## src/design/dhs_pkg.sv

```systemverilog
// package: shared types and constants for the disk head scheduler
`timescale 1ns / 1ps
`default_nettype none
package dhs_pkg;
   localparam int CYL_W  = 16;
   localparam int MOV_W  = 24;
   localparam int STEP_W = 6;
   localparam int MODE_W = 3;
   localparam int IDX_W  = 2;

   localparam logic [MODE_W-1:0] MODE_FCFS  = 3'd0;
   localparam logic [MODE_W-1:0] MODE_SSTF  = 3'd1;
   localparam logic [MODE_W-1:0] MODE_SCAN  = 3'd2;
   localparam logic [MODE_W-1:0] MODE_CSCAN = 3'd3;
   localparam logic [MODE_W-1:0] MODE_LOOK  = 3'd4;
   localparam logic [MODE_W-1:0] MODE_CLOOK = 3'd5;

   localparam logic [IDX_W-1:0] REG_POLICY = 2'd0;
   localparam logic [IDX_W-1:0] REG_START  = 2'd1;
   localparam logic [IDX_W-1:0] REG_LAST   = 2'd2;

   // selection rule for one search pass over the queue
   localparam logic [2:0] SEL_INDEX   = 3'd0; // entry at cursor index
   localparam logic [2:0] SEL_NEAREST = 3'd1; // nearest unserved to head
   localparam logic [2:0] SEL_UP      = 3'd2; // smallest unserved at or above key
   localparam logic [2:0] SEL_DOWN    = 3'd3; // largest unserved below key
   localparam logic [2:0] SEL_MIN     = 3'd4; // smallest unserved

   // controller to datapath commands
   typedef struct packed {
      logic             batch_init;  // head <- start, sum <- 0, clear flags
      logic             scan_start;  // begin a search pass
      logic [2:0]       sel;         // rule of the pass
      logic             visit_found; // move head to the found entry
      logic             visit_end;   // move head to last cylinder
      logic             visit_zero;  // jump to cylinder 0 adding last cylinder
      logic             clear_q;     // empty the queue
   } cmd_type;

   // datapath to controller status
   typedef struct packed {
      logic scan_busy;
      logic found;
      logic head_below_last;
   } sts_type;
endpackage
`default_nettype wire

```

## src/design/disk_head_scheduler.sv

```systemverilog
// top level: disk head scheduler with stream ports and register writes
`timescale 1ns / 1ps
`default_nettype none
// Requests are stored one per cycle while the block is idle; the item marked
// last starts scheduling, during which req_tready is low. Each visit needs one
// search pass over the stored queue of n entries: a start state, a read and
// compare of every entry, and an emit state that waits until the result side
// is free. A batch of n requests takes n such passes, plus one or two passes
// that find nothing, a visit per sweep end or return where the policy has one,
// and a final state that empties the queue. One visit is held back until the
// next one is known; the last visit is flagged with tlast and moves to the
// result register as the queue is emptied.
module disk_head_scheduler #(
   parameter int QUEUE_DEPTH = 32
) (
   input  wire logic        clock,
   input  wire logic        reset,
   input  wire logic        req_tvalid,
   output logic             req_tready,
   input  wire logic [15:0] req_tdata,   // request_cylinder[15:0]
   input  wire logic        req_tlast,   // is_last_request
   output logic             rsp_tvalid,
   input  wire logic        rsp_tready,
   output logic [47:0]      rsp_tdata,   // step_number[5:0], visit_cylinder[21:6],
                                         // movement_total[45:22], zero pad
   output logic             rsp_tlast,   // is_last_step
   input  wire logic        csr_wen,
   input  wire logic [1:0]  csr_index,
   input  wire logic [15:0] csr_wdata
);
   import dhs_pkg::*;

   logic [MODE_W-1:0] mode_ff;
   logic [CYL_W-1:0]  start_ff, last_ff;
   cmd_type           cmd;
   sts_type           sts;
   logic              emit, busy, accept, out_free;
   logic [CYL_W-1:0]  head_next, sat_cyl;
   logic [MOV_W-1:0]  moved_next;
   logic [$clog2(QUEUE_DEPTH+1)-1:0] count;
   // one visit held back so tlast can be set once the batch is known to end
   logic              hold_ff;
   logic [STEP_W-1:0] step_ff, hstep_ff;
   logic [CYL_W-1:0]  hcyl_ff;
   logic [MOV_W-1:0]  hmov_ff;
   logic              ov_ff;
   logic [STEP_W-1:0] ostep_ff;
   logic [CYL_W-1:0]  ocyl_ff;
   logic [MOV_W-1:0]  omov_ff;
   logic              olast_ff;
   logic              flush, move;

   assign req_tready = !busy;
   assign accept     = req_tvalid && req_tready;
   assign sat_cyl    = (req_tdata > last_ff) ? last_ff : req_tdata;

   // configuration registers
   always_ff @(posedge clock) begin
      if (reset) begin
         mode_ff  <= MODE_FCFS;
         start_ff <= '0;
         last_ff  <= 16'd199;
      end else if (csr_wen) begin
         case (csr_index)
            REG_POLICY: mode_ff  <= csr_wdata[MODE_W-1:0];
            REG_START:  start_ff <= csr_wdata;
            REG_LAST:   last_ff  <= csr_wdata;
            default:    ;
         endcase
      end
   end

   dhs_datapath #(.QUEUE_DEPTH(QUEUE_DEPTH)) u_dp (
      .clock(clock), .reset(reset), .push(accept), .push_cyl(sat_cyl),
      .start_cyl(start_ff), .last_cyl(last_ff), .cmd(cmd), .sts(sts),
      .head_next(head_next), .moved_next(moved_next), .count(count)
   );

   dhs_control u_ctl (
      .clock(clock), .reset(reset), .start(accept && req_tlast),
      .mode(mode_ff), .sts(sts), .out_free(out_free), .cmd(cmd),
      .emit(emit), .busy(busy)
   );

   // hold stage moves to output when output free and a newer visit or end
   assign flush    = cmd.clear_q;
   assign out_free = !hold_ff || !ov_ff || rsp_tready;
   assign move     = hold_ff && (emit || flush) && (!ov_ff || rsp_tready);

   always_ff @(posedge clock) begin
      if (reset) begin
         hold_ff   <= 1'b0;
         ov_ff     <= 1'b0;
         step_ff   <= '0;
      end else begin
         if (move) begin
            ov_ff    <= 1'b1;
            ostep_ff <= hstep_ff;
            ocyl_ff  <= hcyl_ff;
            omov_ff  <= hmov_ff;
            olast_ff <= flush;
         end else if (ov_ff && rsp_tready) begin
            ov_ff <= 1'b0;
         end
         if (emit) begin
            hold_ff  <= 1'b1;
            hstep_ff <= step_ff + 1'b1;
            hcyl_ff  <= head_next;
            hmov_ff  <= moved_next;
         end else if (move) begin
            hold_ff  <= 1'b0;
         end
         if (accept && req_tlast) begin
            step_ff <= '0;
         end else if (emit) begin
            step_ff <= step_ff + 1'b1;
         end
      end
   end

   assign rsp_tvalid = ov_ff;
   assign rsp_tdata  = {2'b00, omov_ff, ocyl_ff, ostep_ff};
   assign rsp_tlast  = olast_ff;

`ifndef ASSERT_OFF
   // no item taken while a batch is scheduled
   a_no_accept_busy: assert property (@(posedge clock) disable iff (reset)
      busy |-> !req_tready) else $error("accept while busy");
   // queue never exceeds its depth
   a_count: assert property (@(posedge clock) disable iff (reset)
      count <= ($clog2(QUEUE_DEPTH+1))'(QUEUE_DEPTH)) else $error("queue overflow");
   // emit only when output path free
   a_emit: assert property (@(posedge clock) disable iff (reset)
      emit |-> out_free) else $error("emit blocked");
`endif
endmodule
`default_nettype wire

```

## src/design/dhs_ram.sv

```systemverilog
// generic single-port write, single-port registered read memory
`timescale 1ns / 1ps
`default_nettype none
module dhs_ram #(
   parameter int WIDTH = 16,
   parameter int DEPTH = 32
) (
   input  wire logic                                       clock,
   input  wire logic                                       wr_en,
   input  wire logic [(DEPTH > 1 ? $clog2(DEPTH) : 1)-1:0] wr_addr,
   input  wire logic [WIDTH-1:0]                           wr_data,
   input  wire logic [(DEPTH > 1 ? $clog2(DEPTH) : 1)-1:0] rd_addr,
   output logic      [WIDTH-1:0]                           rd_data
);
   logic [WIDTH-1:0] mem_ff [DEPTH];

   // write and registered read
   always_ff @(posedge clock) begin
      if (wr_en) begin
         mem_ff[wr_addr] <= wr_data;
      end
      rd_data <= mem_ff[rd_addr];
   end
endmodule
`default_nettype wire

```

## src/design/dhs_datapath.sv

```systemverilog
// datapath: request store, served flags, search pass, head and movement
`timescale 1ns / 1ps
`default_nettype none
module dhs_datapath #(
   parameter int QUEUE_DEPTH = 32
) (
   input  wire logic                        clock,
   input  wire logic                        reset,
   input  wire logic                        push,
   input  wire logic [dhs_pkg::CYL_W-1:0]   push_cyl,
   input  wire logic [dhs_pkg::CYL_W-1:0]   start_cyl,
   input  wire logic [dhs_pkg::CYL_W-1:0]   last_cyl,
   input  wire dhs_pkg::cmd_type            cmd,
   output dhs_pkg::sts_type                 sts,
   output logic      [dhs_pkg::CYL_W-1:0]   head_next,
   output logic      [dhs_pkg::MOV_W-1:0]   moved_next,
   output logic      [$clog2(QUEUE_DEPTH+1)-1:0] count
);
   import dhs_pkg::*;
   localparam int AW = (QUEUE_DEPTH > 1) ? $clog2(QUEUE_DEPTH) : 1;
   localparam int CW = $clog2(QUEUE_DEPTH+1);

   logic [CW-1:0]    count_ff, count_in;
   logic [QUEUE_DEPTH-1:0] served_ff, served_in;
   logic [CYL_W-1:0] head_ff, head_in;
   logic [MOV_W-1:0] moved_ff, moved_in;
   // search pass
   logic             busy_ff, busy_in;
   logic             rdv_ff, rdv_in;      // read data valid next cycle
   logic [CW-1:0]    ptr_ff, ptr_in;      // next address to read
   logic [AW-1:0]    ridx_ff, ridx_in;    // address of data on ram output
   logic [2:0]       sel_ff, sel_in;
   logic [CYL_W-1:0] key_ff, key_in;
   logic             fnd_ff, fnd_in;
   logic [AW-1:0]    bidx_ff, bidx_in;
   logic [CYL_W-1:0] bval_ff, bval_in;
   logic [CYL_W-1:0] bdist_ff, bdist_in;
   logic [CYL_W-1:0] rd_data;
   logic [AW-1:0]    wr_addr, rd_addr;
   logic [CYL_W-1:0] gap_d, jump;
   logic             better, cand;
   // fcfs walks the store in order; its index is the count of visits so far
   logic [CW-1:0]    moved_idx_key;

   assign wr_addr = count_ff[AW-1:0];
   assign rd_addr = ptr_ff[AW-1:0];
   assign moved_idx_key = CW'($countones(served_ff));

   dhs_ram #(.WIDTH(CYL_W), .DEPTH(QUEUE_DEPTH)) u_store (
      .clock   (clock),
      .wr_en   (push && (count_ff < CW'(QUEUE_DEPTH))),
      .wr_addr (wr_addr),
      .wr_data (push_cyl),
      .rd_addr (rd_addr),
      .rd_data (rd_data)
   );

   // distance of the entry on the ram output from the head
   assign gap_d = (rd_data > head_ff) ? rd_data - head_ff : head_ff - rd_data;

   // compare one entry against the running best
   always_comb begin
      cand   = !served_ff[ridx_ff];
      better = 1'b0;
      case (sel_ff)
         SEL_INDEX:   better = 1'b1;
         SEL_NEAREST: better = !fnd_ff || (gap_d < bdist_ff);
         SEL_UP:      better = (rd_data >= key_ff) && (!fnd_ff || rd_data < bval_ff);
         SEL_DOWN:    better = (rd_data < key_ff) && (!fnd_ff || rd_data > bval_ff);
         SEL_MIN:     better = !fnd_ff || (rd_data < bval_ff);
         default:     better = 1'b0;
      endcase
      if (sel_ff == SEL_INDEX) begin
         cand = cand && (ridx_ff == AW'(key_ff));
      end
   end

   assign jump = (bval_ff > head_ff) ? bval_ff - head_ff : head_ff - bval_ff;

   // next state of the datapath
   always_comb begin
      count_in  = count_ff;
      served_in = served_ff;
      head_in   = head_ff;
      moved_in  = moved_ff;
      busy_in   = busy_ff;
      rdv_in    = 1'b0;
      ptr_in    = ptr_ff;
      ridx_in   = rd_addr;
      sel_in    = sel_ff;
      key_in    = key_ff;
      fnd_in    = fnd_ff;
      bidx_in   = bidx_ff;
      bval_in   = bval_ff;
      bdist_in  = bdist_ff;
      if (push && count_ff < CW'(QUEUE_DEPTH)) begin
         count_in = count_ff + 1'b1;
      end
      if (busy_ff) begin
         if (ptr_ff < count_ff) begin
            rdv_in = 1'b1;
            ptr_in = ptr_ff + 1'b1;
         end else if (!rdv_ff) begin
            busy_in = 1'b0;
         end
      end
      if (rdv_ff && cand && better) begin
         fnd_in   = 1'b1;
         bidx_in  = ridx_ff;
         bval_in  = rd_data;
         bdist_in = gap_d;
      end
      if (cmd.scan_start) begin
         busy_in = 1'b1;
         ptr_in  = '0;
         sel_in  = cmd.sel;
         fnd_in  = 1'b0;
         // index pass uses the step as key; others use the head or start
         key_in  = (cmd.sel == SEL_INDEX) ? CYL_W'(moved_idx_key) :
                   (cmd.sel == SEL_DOWN) ? start_cyl : head_ff;
         if (cmd.sel == SEL_UP) begin
            key_in = head_ff;
         end
      end
      if (cmd.visit_found) begin
         served_in[bidx_ff] = 1'b1;
         head_in  = bval_ff;
         moved_in = moved_ff + MOV_W'(jump);
      end
      if (cmd.visit_end) begin
         head_in  = last_cyl;
         moved_in = moved_ff + MOV_W'(last_cyl - head_ff);
      end
      if (cmd.visit_zero) begin
         head_in  = '0;
         moved_in = moved_ff + MOV_W'(last_cyl);
      end
      if (cmd.batch_init) begin
         head_in   = start_cyl;
         moved_in  = '0;
         served_in = '0;
      end
      if (cmd.clear_q) begin
         count_in  = '0;
         served_in = '0;
      end
   end

   always_ff @(posedge clock) begin
      if (reset) begin
         count_ff  <= '0;
         served_ff <= '0;
         head_ff   <= '0;
         moved_ff  <= '0;
         busy_ff   <= 1'b0;
         rdv_ff    <= 1'b0;
         fnd_ff    <= 1'b0;
      end else begin
         count_ff  <= count_in;
         served_ff <= served_in;
         head_ff   <= head_in;
         moved_ff  <= moved_in;
         busy_ff   <= busy_in;
         rdv_ff    <= rdv_in;
         fnd_ff    <= fnd_in;
      end
      ptr_ff   <= ptr_in;
      ridx_ff  <= ridx_in;
      sel_ff   <= sel_in;
      key_ff   <= key_in;
      bidx_ff  <= bidx_in;
      bval_ff  <= bval_in;
      bdist_ff <= bdist_in;
   end

   assign sts.scan_busy       = busy_ff || cmd.scan_start;
   assign sts.found           = fnd_ff;
   assign sts.head_below_last = head_ff < last_cyl;
   // head and movement after the visit commanded this cycle
   assign head_next  = head_in;
   assign moved_next = moved_in;
   assign count = count_ff;
endmodule
`default_nettype wire

```

## src/design/dhs_control.sv

```systemverilog
// controller: policy sequencing over search passes and result handshake
`timescale 1ns / 1ps
`default_nettype none
module dhs_control (
   input  wire logic                      clock,
   input  wire logic                      reset,
   input  wire logic                      start,
   input  wire logic [dhs_pkg::MODE_W-1:0] mode,
   input  wire dhs_pkg::sts_type          sts,
   input  wire logic                      out_free,
   output dhs_pkg::cmd_type               cmd,
   output logic                           emit,
   output logic                           busy
);
   import dhs_pkg::*;

   localparam logic [2:0] ST_IDLE  = 3'd0;
   localparam logic [2:0] ST_SCAN  = 3'd1;
   localparam logic [2:0] ST_WAIT  = 3'd2;
   localparam logic [2:0] ST_EMIT  = 3'd3;
   localparam logic [2:0] ST_END   = 3'd4;
   localparam logic [2:0] ST_ZERO  = 3'd5;
   localparam logic [2:0] ST_CLEAR = 3'd6;

   // phase of the sweep: 0 first part, 1 second part
   logic [2:0] state_ff, state_in;
   logic       phase_ff, phase_in;
   logic [2:0] sel;

   // rule for the current pass
   always_comb begin
      case (mode)
         MODE_SSTF:  sel = SEL_NEAREST;
         MODE_SCAN, MODE_LOOK: sel = phase_ff ? SEL_DOWN : SEL_UP;
         MODE_CSCAN, MODE_CLOOK: sel = phase_ff ? SEL_MIN : SEL_UP;
         default:    sel = SEL_INDEX;
      endcase
   end

   always_comb begin
      state_in = state_ff;
      phase_in = phase_ff;
      cmd      = '0;
      cmd.sel  = sel;
      emit     = 1'b0;
      case (state_ff)
         ST_IDLE: begin
            if (start) begin
               cmd.batch_init = 1'b1;
               phase_in = 1'b0;
               state_in = ST_SCAN;
            end
         end
         ST_SCAN: begin
            cmd.scan_start = 1'b1;
            state_in = ST_WAIT;
         end
         ST_WAIT: begin
            if (!sts.scan_busy) begin
               if (sts.found) begin
                  state_in = ST_EMIT;
               end else if (!phase_ff && (mode == MODE_SCAN || mode == MODE_CSCAN)) begin
                  state_in = sts.head_below_last ? ST_END :
                             (mode == MODE_CSCAN ? ST_ZERO : ST_SCAN);
                  phase_in = 1'b1;
               end else if (!phase_ff && (mode == MODE_LOOK || mode == MODE_CLOOK)) begin
                  phase_in = 1'b1;
                  state_in = ST_SCAN;
               end else begin
                  state_in = ST_CLEAR;
               end
            end
         end
         ST_EMIT: begin
            if (out_free) begin
               cmd.visit_found = 1'b1;
               emit = 1'b1;
               state_in = ST_SCAN;
            end
         end
         ST_END: begin
            if (out_free) begin
               cmd.visit_end = 1'b1;
               emit = 1'b1;
               state_in = (mode == MODE_CSCAN) ? ST_ZERO : ST_SCAN;
            end
         end
         ST_ZERO: begin
            if (out_free) begin
               cmd.visit_zero = 1'b1;
               emit = 1'b1;
               state_in = ST_SCAN;
            end
         end
         // empty the queue once the held last visit can move out
         ST_CLEAR: begin
            if (out_free) begin
               cmd.clear_q = 1'b1;
               state_in = ST_IDLE;
            end
         end
         default: state_in = ST_IDLE;
      endcase
   end

   always_ff @(posedge clock) begin
      if (reset) begin
         state_ff <= ST_IDLE;
         phase_ff <= 1'b0;
      end else begin
         state_ff <= state_in;
         phase_ff <= phase_in;
      end
   end

   assign busy = (state_ff != ST_IDLE);
endmodule
`default_nettype wire
```

## config.mk

```make
export PLATFORM = sky130hd
export DESIGN_NAME = disk_head_scheduler
export DESIGN_NICKNAME = d
export VERILOG_FILES = /design/src/design/dhs_pkg.sv /design/src/design/disk_head_scheduler.sv /design/src/design/dhs_ram.sv /design/src/design/dhs_datapath.sv /design/src/design/dhs_control.sv
export SDC_FILE = /design/constraint.sdc
export NUM_CORES = 2
export LEC_CHECK = 0
export BUFFER_PORTS_ARGS = -buffer_cell sky130_fd_sc_hd__buf_2
export CAP_MARGIN = 20
export CORE_UTILIZATION = 53
export DETAILED_ROUTE_END_ITERATION = 7
export PLACE_DENSITY = 0.71
export RECOVER_POWER = 50
export SETUP_SLACK_MARGIN = 0.2
export SYNTH_ARGS = -nofsm -noshare
export SYNTH_HDL_FRONTEND = slang
export SYNTH_HIERARCHICAL = 1
export SYNTH_SLANG_ARGS = --single-unit
export TNS_END_PERCENT = 50
```

## constraint.sdc

```tcl
create_clock -name clock -period 6.5 [get_ports clock]
set_input_delay 0.65 -clock clock [delete_from_list [all_inputs] [get_ports clock]]
set_output_delay 0.65 -clock clock [all_outputs]
set_load 0.005 [all_outputs]
```

== Yosys cells after proc, flatten, opt, wreduce, memory -nomap -nowiden ==
Memories as Yosys holds them, arrays and structs flattened. A register that Yosys moved wholly into a read port is not among the register bits.
Cells that the tools add are included.
W data, S select, Z words.
Word-level totals
  flip-flop bits (word level): 288
  input bits: 40
  logic and storage cells: 231
  RAM bits: 512
  memories kept: 1
  output and inout port bits: 51
Cells by class
  magnitude comparators: 14
  add/subtract/negate cells: 42
  bitwise gates (word level): 3
  reductions and logical operators: 55
  equality and inequality tests: 27
  mux-type cells: 60
Memories
  u_dp.u_store.mem_ff: depth 32, bits a word 16, read ports 1, clocked after Yosys merged registers in 1, wr ports 1, line dhs_ram.sv:15  | logic [WIDTH-1:0] mem_ff [DEPTH];
Operators with widths (count)
  $mux W16: 10
  $mux W24: 4
  $add A6 B6 Y6: 15
  $gt A16 B16 Y1: 4
  $lt A16 B16 Y1: 4
  $sub A16 B16 Y16: 4
  $add A24 B16 Y24: 2
  $mux W3: 11
  $add A1 B1 Y2: 16
  $or A32 B32 Y32: 1
  $mux W1: 29
  $add A24 B24 Y24: 1
  $eq A3 B2 Y1 const B: 8
  $add A6 B1 Y6 const B: 3
  $eq A3 B3 Y1 const B: 6
  $pmux W3 S6: 1
  $sub A16 B16 Y17: 1
  $ge A16 B16 Y1: 1
  $logic_and A1 B1 Y1: 14
  $reduce_or A2 Y1: 7
  $lt A5 B6 Y1 const B: 2
  $reduce_and A2 Y1: 6
  $logic_or A1 B1 Y1: 10
  $reduce_and A5 Y1: 2
  22 further kinds: 39

== Longest topological paths before layout ==
  depth after elaboration: 10
  mapped depth: 24
  depth with buffers taken out: 23

== By module ==
Netlist, hierarchy kept.
Modules (own cells, without submodules)
  dhs_ram: cells an instance 1143, area each 20535.9 um^2, sequential area each 15695.1 um^2, times used 1
  dhs_datapath: cells an instance 1749, area each 14727.9 um^2, sequential area each 3523.4 um^2, times used 1
  disk_head_scheduler: cells an instance 374, area each 5128.7 um^2, sequential area each 3653.5 um^2, times used 1
  dhs_control: cells an instance 51, area each 362.8 um^2, sequential area each 80.1 um^2, times used 1

== Least setup slack after synthesis ==
OpenSTA, ideal clock, no wires.
  path type: reg-to-reg
  from: reg u_dp.head_ff[1]
  to: reg u_dp.bdist_ff[0] (enable)
  setup time: 456 ps
  slack: 417 ps
  data required time: 6044 ps
  data arrival time: 5627 ps
  path buffers: 1
  period minus slack after synthesis: 6083 ps
  cell stages (with the launch flop): 19
  cell sequence: dfxtp_1 inv_1 fa_1 a21oi_1 nor3b_1 a211o_1 o2111ai_1 a22oi_2 buf_2 mux2_2 ha_1 a21boi_0 o21a_1 o21ai_0 a21oi_1 or4_1 a21oi_1 o221ai_1 a31oi_1
Between the ends
  word-level cells in the longest chain between the ends: 6
  elaborated cells between the ends (all ways): 8
  those cells by class: add/sub: 2; order compare: 2; mux: 2; reduce/logical: 2
RTL lines
  from (decl): line dhs_datapath.sv:25  | logic [CYL_W-1:0] head_ff, head_in;
  from (signal assigned): line dhs_datapath.sv:161  | head_ff <= head_in;
  $sub A16 B16 Y16 or $gt A16 B16 Y1 (tied branches): line dhs_datapath.sv:59  | assign gap_d = (rd_data > head_ff) ? rd_data - head_ff : head_ff - rd_data;
  $mux W16 *: line dhs_datapath.sv:59
  named net u_dp.gap_d[1]: line dhs_datapath.sv:40  | logic [CYL_W-1:0] gap_d, jump;
  $lt A16 B16 Y1 *: line dhs_datapath.sv:67  | SEL_NEAREST: better = !fnd_ff || (gap_d < bdist_ff);
  $logic_or A1 B1 Y1 *: line dhs_datapath.sv:67
  $pmux W1 S5 *: line dhs_datapath.sv:65  | case (sel_ff)
  $logic_and A1 B1 Y1 *: line dhs_datapath.sv:107  | if (rdv_ff && cand && better) begin
  to (signal assigned): line dhs_datapath.sv:173  | bdist_ff <= bdist_in;
  to (decl): line dhs_datapath.sv:37  | logic [CYL_W-1:0] bdist_ff, bdist_in;
The timed path passes the listed nets; every way through them passes the cells marked *.
A chain may end at the register's enable or synchronous reset.

==> results.md <==
* Status: finished, violations left
* Failing checks: max-capacitance violations, max-slew violations
* Seq/Total Area, Yosys at 0.563
* 1st-iter DRT viols at 2413
* Via Count at 27276
* Vias per Instance at 6.08
* Htree depth at 3
* Reg-to-Reg End: hmov_ff[20]$_DFFE_PP_
* Multi-input logic area at roughly 16000 sq um
* R2R setup slack at 0.50 ns
* Setup-failing EPs final at 0
* Max_slew headroom at -0.774
* Final #Nets at 3681
* Clock root buffer: clkbuf_16
* RSZ-0062 raised after global routing: false
* Site row count at 101
* Slew Viols, Final at 319
* # port buffers at 88
* Total CTS buffers at 84
* Clock Path Buffers at 3
* Critical path required time at 6.89 ns
* Number of synthesized register bits at 816
* DP Area at ~42000 sq um
* Max-cap violations at 9
* Crit path capture: hmov_ff[20]$_DFFE_PP_
* Worst r2r src: u_ctl/state_ff[2]$_SDFFE_PP0P_
* Register area at 23000 sq um
* Die Y at 279 um
* Final Cycle Share at 0.923
* Number of synthesized flops with an enable pin at 661
* Hold Startpoint: csr_wdata[8]
* Initial antenna violation count at 4
* LEAKAGE at ~0.016 uW
* Post-Synthesis Cells at around 3300
* Syn avg cell area at 12.3 sq um
* FFs w/ async S/R, synth at 0
* DRT Pass-1 Iters at 6
* Share of layout cells above drive strength 1 at 0.0859
* Post-synth top area share at 0.487
* Die extent in x at ~280 um
* Reg2reg path depth at 11
* Max rail drop VDD at 0.302 mV
* Die Footprint at 78000 sq um
* Critical path class: flop to flop
* Io pins at between 90 and 100
* Post-synthesis cell type count at 85
* Starting Density at 0.536
* Largest net degree at the start of global routing at roughly 110
* Final-layout fill cell count at 6064
* Cell area after synthesis at 40800 sq um
* Crit path max fanout at 48
* Design area at 44800 sq um
* Synth warnings at 6
* Most frequent cell after synthesis: edfxtp_1
* Area contributors post-synth: edfxtp_1 (49%), dfxtp_1 (7.6%), mux2i_1 (7.5%), ha_1 (6.8%), a21oi_1 (3.0%)
* Post-Route WL at between 100 and 150 mm
* Clock insertion delay at the later pin of the skew report at 0.67 ns
* ANT cells at 0
* Core area at approximately 76000 sq um
* Hold Buf Count CTS at 0
* Global-route usage over all layers at 0.281
* DPL Wire Length at 75.9 mm
* Setup bufs post-CTS at 0
* Top cells by count, synth: edfxtp_1 (661), mux2i_1 (304), a21oi_1 (248), ha_1 (222), nand2_1 (205)
* Post-CTS sizing at 0
* Endpoints failing hold at 0
* Post-synth top area cell: edfxtp_1
* DR WL/cell at 24.6 um
* Crit path launch: u_ctl/state_ff[2]$_SDFFE_PP0P_
* Worst-margin pin slew at 2.66 ns
* Placer Congestion at 0.960
* Vias in the first global route at 26926
* Final min period at between 5 and 6 ns
* Ys flop type: edfxtp_1
* Worst hold-check path type: input port to flop
* Setup tns final at 0 ns
* PD cells at 338 nW/um^2
* Setup crit start kind: flop
* Fmax at between 150 and 200 MHz
* Worst-path clk slew at about 0.060 ns
* Antenna Violating Nets Remaining at 0
* CTS tree: done
* Overflow after GRT at 0
* CP endpoint kind: flop
* Layout area overhead at 9.99%
* DRC viols at 0
* Setup Skew at 0.0558 ns
* Clock sinks at 816
* WP data arrival at between 6 and 7 ns
* First-pass GRT wire length at 164 mm
through the flow:
step / total power (uW) / util / setup slack [ns] / instances / hold slack [ns]
finish: 15100 / 0.589 / 0.502 / 4489 / 0.267
global route: 15800 / 0.589 / 0.295 / 4489 / 0.256
CTS: 15100 / 0.590 / 1.01 / 4485 / 0.240
detailed placement: 10300 / 0.553 / 1.03 / 4328 / 0.405
global placement: 10200 / 0.553 / 1.19 / 4326 / 0.403
floorplan: 9320 / - / 0.417 / 3318 / 0.390
cell usage in the layout (no fill, tap or decap), drive strengths merged, types with 13 or more instances in the layout:
master,n
dfxtp,155
nand2,205
and2,33
a22oi,71
o21a,14
ha,222
a211oi,26
nor2b,33
and3,13
nor3,51
xor2,48
fa,31
buf,100
o21bai,15
edfxtp,661
mux2i,304
inv,180
clkbuf,142
a21o,58
o211ai,15
xnor2,70
a22o,43
nand4,45
a21oi,249
clkinv,41
or3,17
a31oi,35
nor2,191
o21ai,120
nand3,68
mux2,22
nand2b,30
logic make-up after synthesis:
group	after synthesis	share of synthesized area
flip-flops	816	0.563
XOR/XNOR	118	0.0254
multiplexers	336	0.0872
other	1	0.0000920
AO/OA/AOI/OAI	720	0.114
buffers and inverters	332	0.0388
AND/OR/NAND/NOR	741	0.0884
adder cells (fa/ha/maj)	253	0.0834
state kept, by name (all words and copies together), names as in the netlist, 16 cells and up:
signal                count
u_dp/key_ff              16
u_dp/moved_ff            24
u_dp/head_ff             16
u_dp/bdist_ff            16
u_dp/served_ff           32
u_dp/u_store/rd_data     16
u_dp/bval_ff             16
u_dp/u_store/mem_ff     512
hmov_ff                  24
omov_ff                  24
last_ff                  16
start_ff                 16
ocyl_ff                  16
hcyl_ff                  16
final cells by class:
class | count | area share
multi-input cells | 2170 | 0.363
well taps | 1030 | 0.0287
flip-flops and latches | 816 | 0.512
clock buffers | 104 | 0.0497
repair buffers | 138 | 0.0182
inverters | 178 | 0.0149
clock inverters | 53 | 0.0135
layer usage:
metal	up-vias	GRT usage	routed length, um
met3	208	0.0414	6580
met1	13623	0.363	45300
met2	972	0.475	54200
met4	0	0.113	4240
li1	12473	-	-
met5	-	0	0
worst max-delay path: stages, from the launching register on:
cell and delay, ns:
dfxtp_1 0.44, or3_1 0.48, nor2b_1 0.53, and2_0 0.41
nand2b_1 0.14, nor3_1 0.18, clkbuf_1 1.90, nor2_1 0.59
nor2_1 0.32, o221ai_1 0.13, and2_1 0.18, or3_1 0.35
how the worst min path moves through the flow:
stage	to	slack [ns]	cells after the start
after global placement	ocyl_ff[0]$_DFFE_PP_	0.40	0
after floorplan	u_dp/ridx_ff[4]$_DFF_P_	0.39	0
after CTS	last_ff[8]$_SDFFE_PP0P_	0.24	3
after detailed placement	ocyl_ff[14]$_DFFE_PP_	0.41	0
final	last_ff[8]$_SDFFE_PP0P_	0.27	3
after global routing	last_ff[8]$_SDFFE_PP0P_	0.26	3
report_power, final:
part | internal [uW] | leakage [uW] | switching (uW)
Combinational | 1640 | 0.00759 | 2380
Sequential | 5950 | 0.00726 | 307
Clock | 2790 | 0.00138 | 2080
Note: power is estimated with default switching activity, not from simulation.
